**config.mk**
```make
export PLATFORM = sky130hd
export DESIGN_NAME = json_string_unescaper_top
export DESIGN_NICKNAME = d
export VERILOG_FILES = /design/src/rtl/jsu_pkg.sv /design/src/rtl/json_string_unescaper_top.sv
export SDC_FILE = /design/constraint.sdc
export NUM_CORES = 1
export LEC_CHECK = 0
export BUFFER_PORTS_ARGS = -buffer_cell sky130_fd_sc_hd__buf_2
export CAP_MARGIN = 40
export CORE_ASPECT_RATIO = 1.4
export CORE_UTILIZATION = 60
export CTS_BUF_LIST = sky130_fd_sc_hd__clkbuf_8
export DETAILED_ROUTE_END_ITERATION = 8
export HOLD_SLACK_MARGIN = 0.05
export PLACE_DENSITY = 0.85
export RECOVER_POWER = 100
export SLEW_MARGIN = 20
export SYNTH_ARGS = -nofsm -noshare
export SYNTH_HDL_FRONTEND = slang
export SYNTH_SLANG_ARGS = --single-unit
export TNS_END_PERCENT = 50
```
**constraint.sdc**
```tcl
create_clock -name clk -period 5 [get_ports clk]
set_clock_uncertainty 0.1 [all_clocks]
set_input_delay 1.5 -clock clk [delete_from_list [all_inputs] [get_ports clk]]
set_output_delay 1.5 -clock clk [all_outputs]
set_load 0.02 [all_outputs]
```
**src/rtl/jsu_pkg.sv**
```systemverilog
`default_nettype none
package jsu_pkg;

    // result codes
    localparam logic [1:0] EV_BYTE = 2'd0;
    localparam logic [1:0] EV_DONE = 2'd1;
    localparam logic [1:0] EV_ERR  = 2'd2;

    // mode codes
    localparam logic [2:0] M_WAIT = 3'd0;
    localparam logic [2:0] M_STR  = 3'd1;
    localparam logic [2:0] M_ESC  = 3'd2;
    localparam logic [2:0] M_HEX  = 3'd3;

    localparam logic [7:0] CH_QUOTE  = 8'h22;
    localparam logic [7:0] CH_BSLASH = 8'h5C;
    localparam logic [7:0] CH_U      = 8'h75;

    localparam logic [7:0]  UTF_LEAD2 = 8'hC0;
    localparam logic [7:0]  UTF_LEAD3 = 8'hE0;
    localparam logic [7:0]  UTF_CONT  = 8'h80;
    localparam logic [15:0] UTF_ONE_LIMIT = 16'h0080;
    localparam logic [15:0] UTF_TWO_LIMIT = 16'h0800;

    localparam int MAX_RES     = 3;
    localparam int QUEUE_DEPTH = 8;

    typedef struct packed {
        logic [1:0] ev;
        logic [7:0] data;
        logic       last;
    } res_t;

    typedef struct packed {
        logic       valid;
        logic [3:0] value;
    } hex_t;

    function automatic hex_t hex_digit(input logic [7:0] b);
        hex_t h;
        h.valid = 1'b1;
        h.value = 4'd0;
        if (b >= 8'h30 && b <= 8'h39)
        begin
            h.value = 4'(b - 8'h30);
        end
        else if (b >= 8'h61 && b <= 8'h66)
        begin
            h.value = 4'(b - 8'h57);
        end
        else if (b >= 8'h41 && b <= 8'h46)
        begin
            h.value = 4'(b - 8'h37);
        end
        else
        begin
            h.valid = 1'b0;
        end
        return h;
    endfunction

    function automatic logic [7:0] map_escape(input logic [7:0] b);
        logic [7:0] r;
        unique case (b)
            8'h62:   r = 8'h08;
            8'h66:   r = 8'h0C;
            8'h6E:   r = 8'h0A;
            8'h72:   r = 8'h0D;
            8'h74:   r = 8'h09;
            default: r = b;
        endcase
        return r;
    endfunction

endpackage
`default_nettype wire

```
**src/rtl/json_string_unescaper_top.sv**
```systemverilog
// json string unescaper
// input channel: in_byte/in_last with in_valid and in_stall. bytes of one quoted
// string arrive starting at the opening quote; in_last flags the end of the text.
// output channel: event_res/out_byte/run_last with out_valid and out_stall. each
// item gives zero to three results; run_last marks the final result of an item.
// event_res is byte, done (closing quote) or error (no opening quote or truncated).
// results enter the queue when their item is accepted; the output shows its head.
// throughput: one item per cycle while in_stall is low. the decode is a single
// combinational pass from the state registers into an 8-entry result queue that takes
// up to three writes per cycle; in_stall rises while fewer than three queue entries are
// free, which happens only while the receiver holds off (a \u burst of three bytes alone
// never fills it, since a \u takes six items and the queue drains one result per cycle).
// when the receiver stalls, the head result stays on the output ports unchanged
// and the queue keeps absorbing items until it runs short of room.
// reset clears the queue and returns the decoder to waiting for an opening quote.
`default_nettype none
module json_string_unescaper_top
    import jsu_pkg::*;
(
    input  wire logic       clk,
    input  wire logic       rst_n,
    input  wire logic       in_valid,
    output logic            in_stall,
    input  wire logic [7:0] in_byte,
    input  wire logic       in_last,
    output logic            out_valid,
    input  wire logic       out_stall,
    output logic [1:0]      event_res,
    output logic [7:0]      out_byte,
    output logic            run_last
);

    localparam int PTR_W = $clog2(QUEUE_DEPTH);
    localparam int CNT_W = $clog2(QUEUE_DEPTH + 1);
    localparam logic [CNT_W-1:0] STALL_LEVEL = CNT_W'(QUEUE_DEPTH - MAX_RES);

    logic [2:0]  mode_reg, mode_next;
    logic [1:0]  hex_count_reg, hex_count_next;
    logic [15:0] code_reg, code_next;
    logic        stopped_reg, stopped_next;

    res_t             queue_reg [QUEUE_DEPTH];
    logic [PTR_W-1:0] wr_ptr_reg, rd_ptr_reg;
    logic [CNT_W-1:0] count_reg, count_next;

    res_t        res [MAX_RES];
    logic [1:0]  n_res;
    hex_t        digit;
    logic [15:0] code_acc;
    logic        accept, pop;

    assign accept   = in_valid && !in_stall;
    assign pop      = out_valid && !out_stall;
    assign in_stall = count_reg > STALL_LEVEL;

    assign digit    = hex_digit(in_byte);
    assign code_acc = (!stopped_reg && digit.valid) ? {code_reg[11:0], digit.value} : code_reg;

    always_comb
    begin
        mode_next      = mode_reg;
        hex_count_next = hex_count_reg;
        code_next      = code_reg;
        stopped_next   = stopped_reg;
        n_res          = 2'd0;
        for (int k = 0; k < MAX_RES; k++)
        begin
            res[k] = '0;
        end

        unique case (mode_reg)
            M_STR:
            begin
                if (in_byte == CH_QUOTE)
                begin
                    res[0].ev = EV_DONE;
                    n_res     = 2'd1;
                    mode_next = M_WAIT;
                end
                else if (in_last)
                begin
                    res[0].ev = EV_ERR;
                    n_res     = 2'd1;
                    mode_next = M_WAIT;
                end
                else if (in_byte == CH_BSLASH)
                begin
                    mode_next = M_ESC;
                end
                else
                begin
                    res[0].ev   = EV_BYTE;
                    res[0].data = in_byte;
                    n_res       = 2'd1;
                end
            end
            M_ESC:
            begin
                if (in_last)
                begin
                    res[0].ev = EV_ERR;
                    n_res     = 2'd1;
                    mode_next = M_WAIT;
                end
                else if (in_byte == CH_U)
                begin
                    hex_count_next = 2'd0;
                    code_next      = 16'd0;
                    stopped_next   = 1'b0;
                    mode_next      = M_HEX;
                end
                else
                begin
                    res[0].ev   = EV_BYTE;
                    res[0].data = map_escape(in_byte);
                    n_res       = 2'd1;
                    mode_next   = M_STR;
                end
            end
            M_HEX:
            begin
                if (in_last)
                begin
                    res[0].ev      = EV_ERR;
                    n_res          = 2'd1;
                    hex_count_next = 2'd0;
                    code_next      = 16'd0;
                    stopped_next   = 1'b0;
                    mode_next      = M_WAIT;
                end
                else if (hex_count_reg == 2'd3)
                begin
                    // fourth hex character: emit the code point as utf-8
                    if (code_acc < UTF_ONE_LIMIT)
                    begin
                        res[0].data = code_acc[7:0];
                        n_res       = 2'd1;
                    end
                    else if (code_acc < UTF_TWO_LIMIT)
                    begin
                        res[0].data = UTF_LEAD2 | {3'b000, code_acc[10:6]};
                        res[1].data = UTF_CONT | {2'b00, code_acc[5:0]};
                        n_res       = 2'd2;
                    end
                    else
                    begin
                        res[0].data = UTF_LEAD3 | {4'b0000, code_acc[15:12]};
                        res[1].data = UTF_CONT | {2'b00, code_acc[11:6]};
                        res[2].data = UTF_CONT | {2'b00, code_acc[5:0]};
                        n_res       = 2'd3;
                    end
                    hex_count_next = 2'd0;
                    code_next      = 16'd0;
                    stopped_next   = 1'b0;
                    mode_next      = M_STR;
                end
                else
                begin
                    code_next      = code_acc;
                    stopped_next   = stopped_reg || !digit.valid;
                    hex_count_next = hex_count_reg + 2'd1;
                end
            end
            default:
            begin
                if (in_byte != CH_QUOTE || in_last)
                begin
                    res[0].ev = EV_ERR;
                    n_res     = 2'd1;
                    mode_next = M_WAIT;
                end
                else
                begin
                    mode_next = M_STR;
                end
            end
        endcase

        for (int k = 0; k < MAX_RES; k++)
        begin
            res[k].last = (32'(n_res) == k + 1);
        end
    end

    always_comb
    begin
        count_next = count_reg;
        if (accept)
        begin
            count_next = count_next + CNT_W'(n_res);
        end
        if (pop)
        begin
            count_next = count_next - CNT_W'(1);
        end
    end

    always_ff @(posedge clk or negedge rst_n)
    begin
        if (!rst_n)
        begin
            mode_reg      <= M_WAIT;
            hex_count_reg <= 2'd0;
            code_reg      <= 16'd0;
            stopped_reg   <= 1'b0;
            wr_ptr_reg    <= '0;
            rd_ptr_reg    <= '0;
            count_reg     <= '0;
        end
        else
        begin
            if (accept)
            begin
                mode_reg      <= mode_next;
                hex_count_reg <= hex_count_next;
                code_reg      <= code_next;
                stopped_reg   <= stopped_next;
                wr_ptr_reg    <= wr_ptr_reg + PTR_W'(n_res);
            end
            if (pop)
            begin
                rd_ptr_reg <= rd_ptr_reg + PTR_W'(1);
            end
            count_reg <= count_next;
        end
    end

    // result queue payload, up to three writes per item
    always_ff @(posedge clk)
    begin
        for (int k = 0; k < MAX_RES; k++)
        begin
            if (accept && (k < 32'(n_res)))
            begin
                queue_reg[wr_ptr_reg + PTR_W'(k)] <= res[k];
            end
        end
    end

    assign out_valid = count_reg != '0;
    assign event_res = queue_reg[rd_ptr_reg].ev;
    assign out_byte  = queue_reg[rd_ptr_reg].data;
    assign run_last  = queue_reg[rd_ptr_reg].last;

    a_no_overflow: assert property (@(posedge clk) disable iff (!rst_n)
        count_reg <= CNT_W'(QUEUE_DEPTH))
        else $error("result queue overflow");

    a_room_on_accept: assert property (@(posedge clk) disable iff (!rst_n)
        accept |-> count_reg <= STALL_LEVEL)
        else $error("item accepted without room for its results");

    a_pop_only: assert property (@(posedge clk) disable iff (!rst_n)
        (pop && !accept) |=> count_reg == $past(count_reg) - CNT_W'(1))
        else $error("queue count did not drop on pop");

    a_zero_byte: assert property (@(posedge clk) disable iff (!rst_n)
        (out_valid && event_res != EV_BYTE) |-> (out_byte == 8'd0 && run_last))
        else $error("done or error result carries data or is not last");

    a_hex_idle: assert property (@(posedge clk) disable iff (!rst_n)
        (mode_reg != M_HEX) |-> (hex_count_reg == 2'd0 && !stopped_reg))
        else $error("hex state left over outside a unicode escape");

endmodule
`default_nettype wire

```
Word-level counts from Yosys, hierarchy flattened
Memory sizes are Yosys's and may differ from the RTL's.
Cells that the tools add are included.
{"block": "totals", "register_bits": 32, "mem_bits_rw": 88, "in_bits": 13, "output_inout_bits": 13, "word_cells": 146, "mem_count": 1}
{"name": "queue_reg", "depth": 8, "width": 11, "read_ports": 1, "rd_clocked_by_memory_dff": 0, "wr": 3, "line_no": "json_string_unescaper_top.sv:42", "source": "res_t queue_reg [QUEUE_DEPTH];"}
{"block": "classes", "n_addsub": 10, "magnitude_cmp": 12, "eq_ne": 20, "mux": 77, "n_reduce_logical": 19}
{"op": "8-bit two-way mux", "count": 17}
{"op": "16-bit two-way mux", "count": 5}
{"op": "8-bit by 7-bit equality test with 1-bit output, second input constant", "count": 7}
{"op": "8-bit one-hot mux with 5 select lines", "count": 1}
{"op": "2-bit two-way mux", "count": 16}
{"op": "16-bit one-hot mux with 2 select lines", "count": 1}
{"op": "8-bit one-hot mux with 3 select lines", "count": 1}
{"op": "4-bit two-way mux", "count": 5}
{"op": "1-bit two-way mux", "count": 19}
{"op": "8-bit by 7-bit greater-or-equal comparator with 1-bit output, second input constant", "count": 2}
{"op": "8-bit by 7-bit <= comparator with 1-bit output, second input constant", "count": 2}
{"op": "16-bit by 12-bit < comparator with 1-bit output, second input constant", "count": 1}
{"op": "16-bit by 8-bit < comparator with 1-bit output, second input constant", "count": 1}
{"op": "3-bit two-way mux", "count": 5}
{"op": "6-bit two-way mux", "count": 2}
{"op": "2-bit one-hot mux with 3 select lines", "count": 2}
{"op": "1-bit logical AND", "count": 9}
{"op": "3-bit one-hot mux with 3 select lines", "count": 1}
{"op": "8-bit by 6-bit equality test with 1-bit output, second input constant", "count": 1}
{"op": "8-bit by 6-bit greater-or-equal comparator with 1-bit output, second input constant", "count": 1}
{"op": "8-bit by 6-bit <= comparator with 1-bit output, second input constant", "count": 1}
{"op": "8-bit by 6-bit inequality test with 1-bit output, second input constant", "count": 1}
{"op": "4-bit by 1-bit subtractor with 4-bit output, second input constant", "count": 2}
{"op": "4-bit by 3-bit subtractor with 4-bit output, second input constant", "count": 2}
{"op": "other kinds (23)", "count": 33}

Logic depth before layout (Yosys ltp)
{"block": "depth", "word_depth": 17, "mapped_depth": 18, "ltp_nobuf": 16}

Worst setup path after synthesis
No wires, ideal clock.
{"block": "synth_path", "kind": "input to register", "startpoint": "input in_byte[0]", "endpoint": "register count_reg[2]", "setup_ps": 80, "arrival_time_ps": 4691, "t_required_ps": 4820, "slack_ps": 129, "stages": 16, "path_buffers": 3, "cell_sequence": "inv_1 ha_1 or3b_4 and4_4 or4_4 nand3_4 buf_12 buf_6 buf_6 fa_1 nand3_1 o21ai_0 ha_1 nand2_1 xor2_1 xnor2_1"}
{"block": "synth_between", "elab_chain_len": 17, "word_cells_on_any_way": 42, "classes_between": "5 x add/sub; 8 x order compare; 4 x eq/ne; 20 x mux; 5 x reduce/logical"}
{"item": "start: declaration", "line_no": "json_string_unescaper_top.sv:24", "source": "input wire logic [7:0] in_byte,"}
{"item": "8-bit by 7-bit greater-or-equal comparator with 1-bit output / 8-bit by 7-bit <= comparator with 1-bit output (equally long branches)", "line_no": "jsu_pkg.sv:51", "source": "else if (b >= 8'h41 && b <= 8'h46)"}
{"item": "1-bit logical AND", "line_no": "jsu_pkg.sv:51"}
{"item": "1-bit two-way mux", "line_no": "jsu_pkg.sv:51"}
{"item": "1-bit two-way mux", "line_no": "jsu_pkg.sv:47", "source": "else if (b >= 8'h61 && b <= 8'h66)"}
{"item": "1-bit two-way mux", "line_no": "jsu_pkg.sv:43", "source": "if (b >= 8'h30 && b <= 8'h39)"}
{"item": "1-bit logical AND", "line_no": "json_string_unescaper_top.sv:57", "source": "assign code_acc = (!stopped_reg && digit.valid) ? {code_reg[11:0], digit.value} : code_reg;"}
{"item": "16-bit two-way mux", "line_no": "json_string_unescaper_top.sv:57"}
{"item": "16-bit by 12-bit < comparator with 1-bit output", "line_no": "json_string_unescaper_top.sv:139", "source": "else if (code_acc < UTF_TWO_LIMIT)"}
{"item": "[... 2 more ...]"}
{"item": "2-bit two-way mux", "line_no": "json_string_unescaper_top.sv:131", "source": "else if (hex_count_reg == 2'd3)"}
{"item": "2-bit two-way mux", "line_no": "json_string_unescaper_top.sv:122", "source": "if (in_last)"}
{"item": "2-bit one-hot mux with 3 select lines (*)", "line_no": "json_string_unescaper_top.sv:71", "source": "unique case (mode_reg)"}
{"item": "4-bit by 2-bit adder with 4-bit output (*)", "line_no": "json_string_unescaper_top.sv:190", "source": "count_next = count_next + CNT_W'(n_res);"}
{"item": "4-bit two-way mux (*)", "line_no": "json_string_unescaper_top.sv:188", "source": "if (accept)"}
{"item": "4-bit by 1-bit subtractor with 4-bit output", "line_no": "json_string_unescaper_top.sv:194", "source": "count_next = count_next - CNT_W'(1);"}
{"item": "4-bit two-way mux (*)", "line_no": "json_string_unescaper_top.sv:192", "source": "if (pop)"}
{"item": "named net count_next[2]", "line_no": "json_string_unescaper_top.sv:44", "source": "logic [CNT_W-1:0] count_reg, count_next;"}
{"item": "end signal: assignment", "line_no": "json_string_unescaper_top.sv:224", "source": "count_reg <= count_next;"}
{"item": "end: declaration", "line_no": "json_string_unescaper_top.sv:44"}
The timed path passes the listed nets; every way through them passes the cells marked *.
A chain may end at the register's enable or synchronous reset.

==> results.json <==
{
  "start_kind": "input pin",
  "ctsResizeCount": 0,
  "grt_overflow_total": 0,
  "root_buffer": "clkbuf_8",
  "synth_edf_count": 64,
  "final_nets": 811,
  "synth.most_common_cell": "nand2_1",
  "violations": "DRC, capacitance limit, slew limit",
  "multi_input_area_sq_mm": 0.00419,
  "synthTopCellsByArea": "edfxtp_1, dfrtp_1, mux4_2",
  "drive_gt1_share_pct": 16.4,
  "finalHoldViolations": 0,
  "clkSlewWorstSetupHoldPaths_ns": 0.08,
  "syn_area_per_cell_sq_um": 10.2,
  "numCtsBuffers": 17,
  "start_util_pct": 62.3,
  "largest_reg_flops": 88,
  "mappedNetlistArea_sq_mm": 0.00775,
  "cpPeakStageDelay_ns": 0.78,
  "cts_tree": "built",
  "syn_inst": 757,
  "slew_violations": 32,
  "rsz0062_at_grt": "no",
  "yosys_register_bits": 119,
  "hp-class": "flip-flop to flip-flop",
  "critPathMostFrequentCell": "o21ai_0",
  "synth_async_sr_flop_share_pct": 26.1,
  "synth.distinct_cells": 87,
  "vias_per_cell": 7.19,
  "ctsHtreeMaxLevel": 4,
  "max_slew_margin_pct": -16.4,
  "synth_warnings": 0,
  "clk_latency_ns": 0.45,
  "rows": 48,
  "drc_errors": 1,
  "synthFlopType": "edfxtp_1",
  "pin_count": 26,
  "postCtsSetupBuffers": 0,
  "num_antenna_cells": 0,
  "grt_usage_pct": 38.1,
  "dieArea_sq_mm": 0.0134,
  "dp.cells": 915,
  "critical_path_required_ns": 5.09,
  "dp_hpwl_microns": 18600,
  "worstPathMaxFanout": 18,
  "ant_nets": 0,
  "synth_top_area_share_pct": 24.8,
  "grt_pass1_wl_microns": 37600,
  "regArea_sq_mm": 0.00318,
  "cap_violations": 1,
  "drtIter0Drc": 713,
  "core-area_sq_mm": 0.0124,
  "criticalPathCategory": "input pin to flip-flop",
  "dieHeight_microns": 136,
  "clkSinkCount": 119,
  "place.gp.congestion": 0.947,
  "peakVddDrop_v": 0.000327,
  "yosys.area.top_type": "edfxtp_1",
  "worstSetupEndpointType": "flip-flop",
  "fin_crit_sh_pct": 93.3,
  "fmax_ghz": 0.214,
  "worstPathCellList": "clkbuf_1 -> inv_1 -> ha_1 -> o21bai_1 -> a211o_1 -> buf_4 -> nand2_1 -> o21ai_0 -> o32ai_2 -> a22oi_1 -> o21ai_0",
  "status": "finished, violations left",
  "antenna_found_initial": 0,
  "cp.arrival_ns": 4.75,
  "powerDensity_mw_per_mm2": 418,
  "fp.dieW_microns": 98.0,
  "fillerInstances": 992,
  "routed_wl_microns": 24400,
  "worst_slew_pin_slew_ns": 1.75,
  "area_delta_synth_final_pct": 7.70,
  "leakage_nw": 2.94,
  "vias": 6808,
  "ys_seq_area_share_pct": 41.0,
  "synthesis.nets": 784,
  "cts_hold_buf": 0,
  "synth_common_cells": "nand2_1, edfxtp_1, nor2_1, o21ai_0, a21oi_1",
  "clockBufferDepth": 2,
  "port_buffers": 25,
  "wl_per_cell_microns": 25.8,
  "fin_crit_ns": 4.66,
  "tns_ns": 0,
  "grt_max_degree": 33,
  "finalSetupViolCount": 0,
  "stdcell_count": 947,
  "first_pass_iters": 7,
  "grt_pass1_vias": 6841,
  "slowest_stage": "o21ai_0"
}
## final timing paths
check                                     start               to  slack (ns)  cells after the start
max in group asynchronous                 rst_n    wr_ptr_reg[2]        2.38                      1
worst min-delay path            queue_reg[3][9]  queue_reg[3][9]        0.37                      2
worst max register to register     code_reg[11]     count_reg[2]        1.40                     14
worst max-delay path                 in_byte[0]  queue_reg[4][2]        0.34                     11
min in group asynchronous                 rst_n      code_reg[1]        1.40                      1
worst min register to register  queue_reg[3][9]  queue_reg[3][9]        0.37                      2
## worst max-delay path: cells and delay by family
kind	cells	cell delay, ns
compound gates	6	2.02
buf+inv	3	0.54
simple gates	1	0.44
fa+ha+maj	1	0.24
## placed cells by master, fill, tap and decap left out, types with 4 or more instances in the layout
cell | Yosys | final
mux4_2 | 22 | 22
a22o_1 | 13 | 13
or4_1 | 8 | 9
a211o_1 | 4 | 4
nor2b_1 | 6 | 6
nand2b_1 | 11 | 11
nand3_1 | 12 | 13
ha_1 | 12 | 12
a21oi_1 | 44 | 45
buf_4 | 1 | 23
nor2_1 | 62 | 62
nor4_1 | 6 | 7
nor3_1 | 23 | 25
mux2_2 | 14 | 13
o32ai_2 | 6 | 6
o211ai_1 | 11 | 11
a22oi_1 | 30 | 30
mux2i_1 | 18 | 18
a211oi_1 | 9 | 10
nand2_1 | 84 | 85
nor4_2 | 5 | 4
inv_1 | 20 | 21
clkbuf_8 | 0 | 17
a221oi_1 | 8 | 8
buf_2 | 13 | 12
dfxtp_1 | 24 | 24
edfxtp_1 | 64 | 64
o21ai_0 | 49 | 50
xnor2_1 | 5 | 5
o221ai_1 | 10 | 10
dfrtp_1 | 31 | 31
and2_1 | 7 | 6
clkbuf_1 | 24 | 18
or3_1 | 10 | 10
## cells by family after synthesis
kind of cell	Yosys count	synth area share, %
simple gates	268	19.1
compound gates	226	21.3
flops	119	41.0
buf+inv	67	4.22
mux	54	10.8
fa+ha+maj	14	2.46
xor+xnor	9	1.11
## layout make-up
class / count / share of cell area (%)
Clock buffer: 17 / 2.80
Clock inverter: 15 / 1.92
Inverter: 20 / 0.900
Multi-Input combinational cell: 571 / 50.2
Sequential cell: 119 / 38.1
Tap cell: 150 / 2.25
Timing Repair Buffer: 55 / 3.84
## through the flow
step / worst slack, ns / power (mW) / area, sq um / util (%) / hold WS [ns]
global placement: 0.213 / 2.53 / 8020 / 64.5 / 0.341
floorplan: 0.129 / 2.23 / 7750 / - / 0.333
CTS: 0.486 / 3.50 / 8430 / 67.8 / 0.363
detailed placement: 0.0198 / 2.61 / 8040 / 64.7 / 0.352
finish: 0.335 / 3.48 / 8340 / 67.1 / 0.374
global route: 0.137 / 3.62 / 8340 / 67.1 / 0.385
## routing by layer
metal | vias up | track usage [%] | routed length [microns]
met3 | 106 | 5.60 | 1580
met5 | - | 0 | 0
met4 | 0 | 26.9 | 1550
met1 | 3316 | 41.4 | 8470
met2 | 385 | 68.0 | 12800
li1 | 3001 | - | -
## power breakdown
group          internal [mW]  switching, mW
Sequential              1.16          0.175
Combinational          0.500          0.754
Clock                  0.486          0.416
No activity file was read; power rests on OpenSTA's default activity.
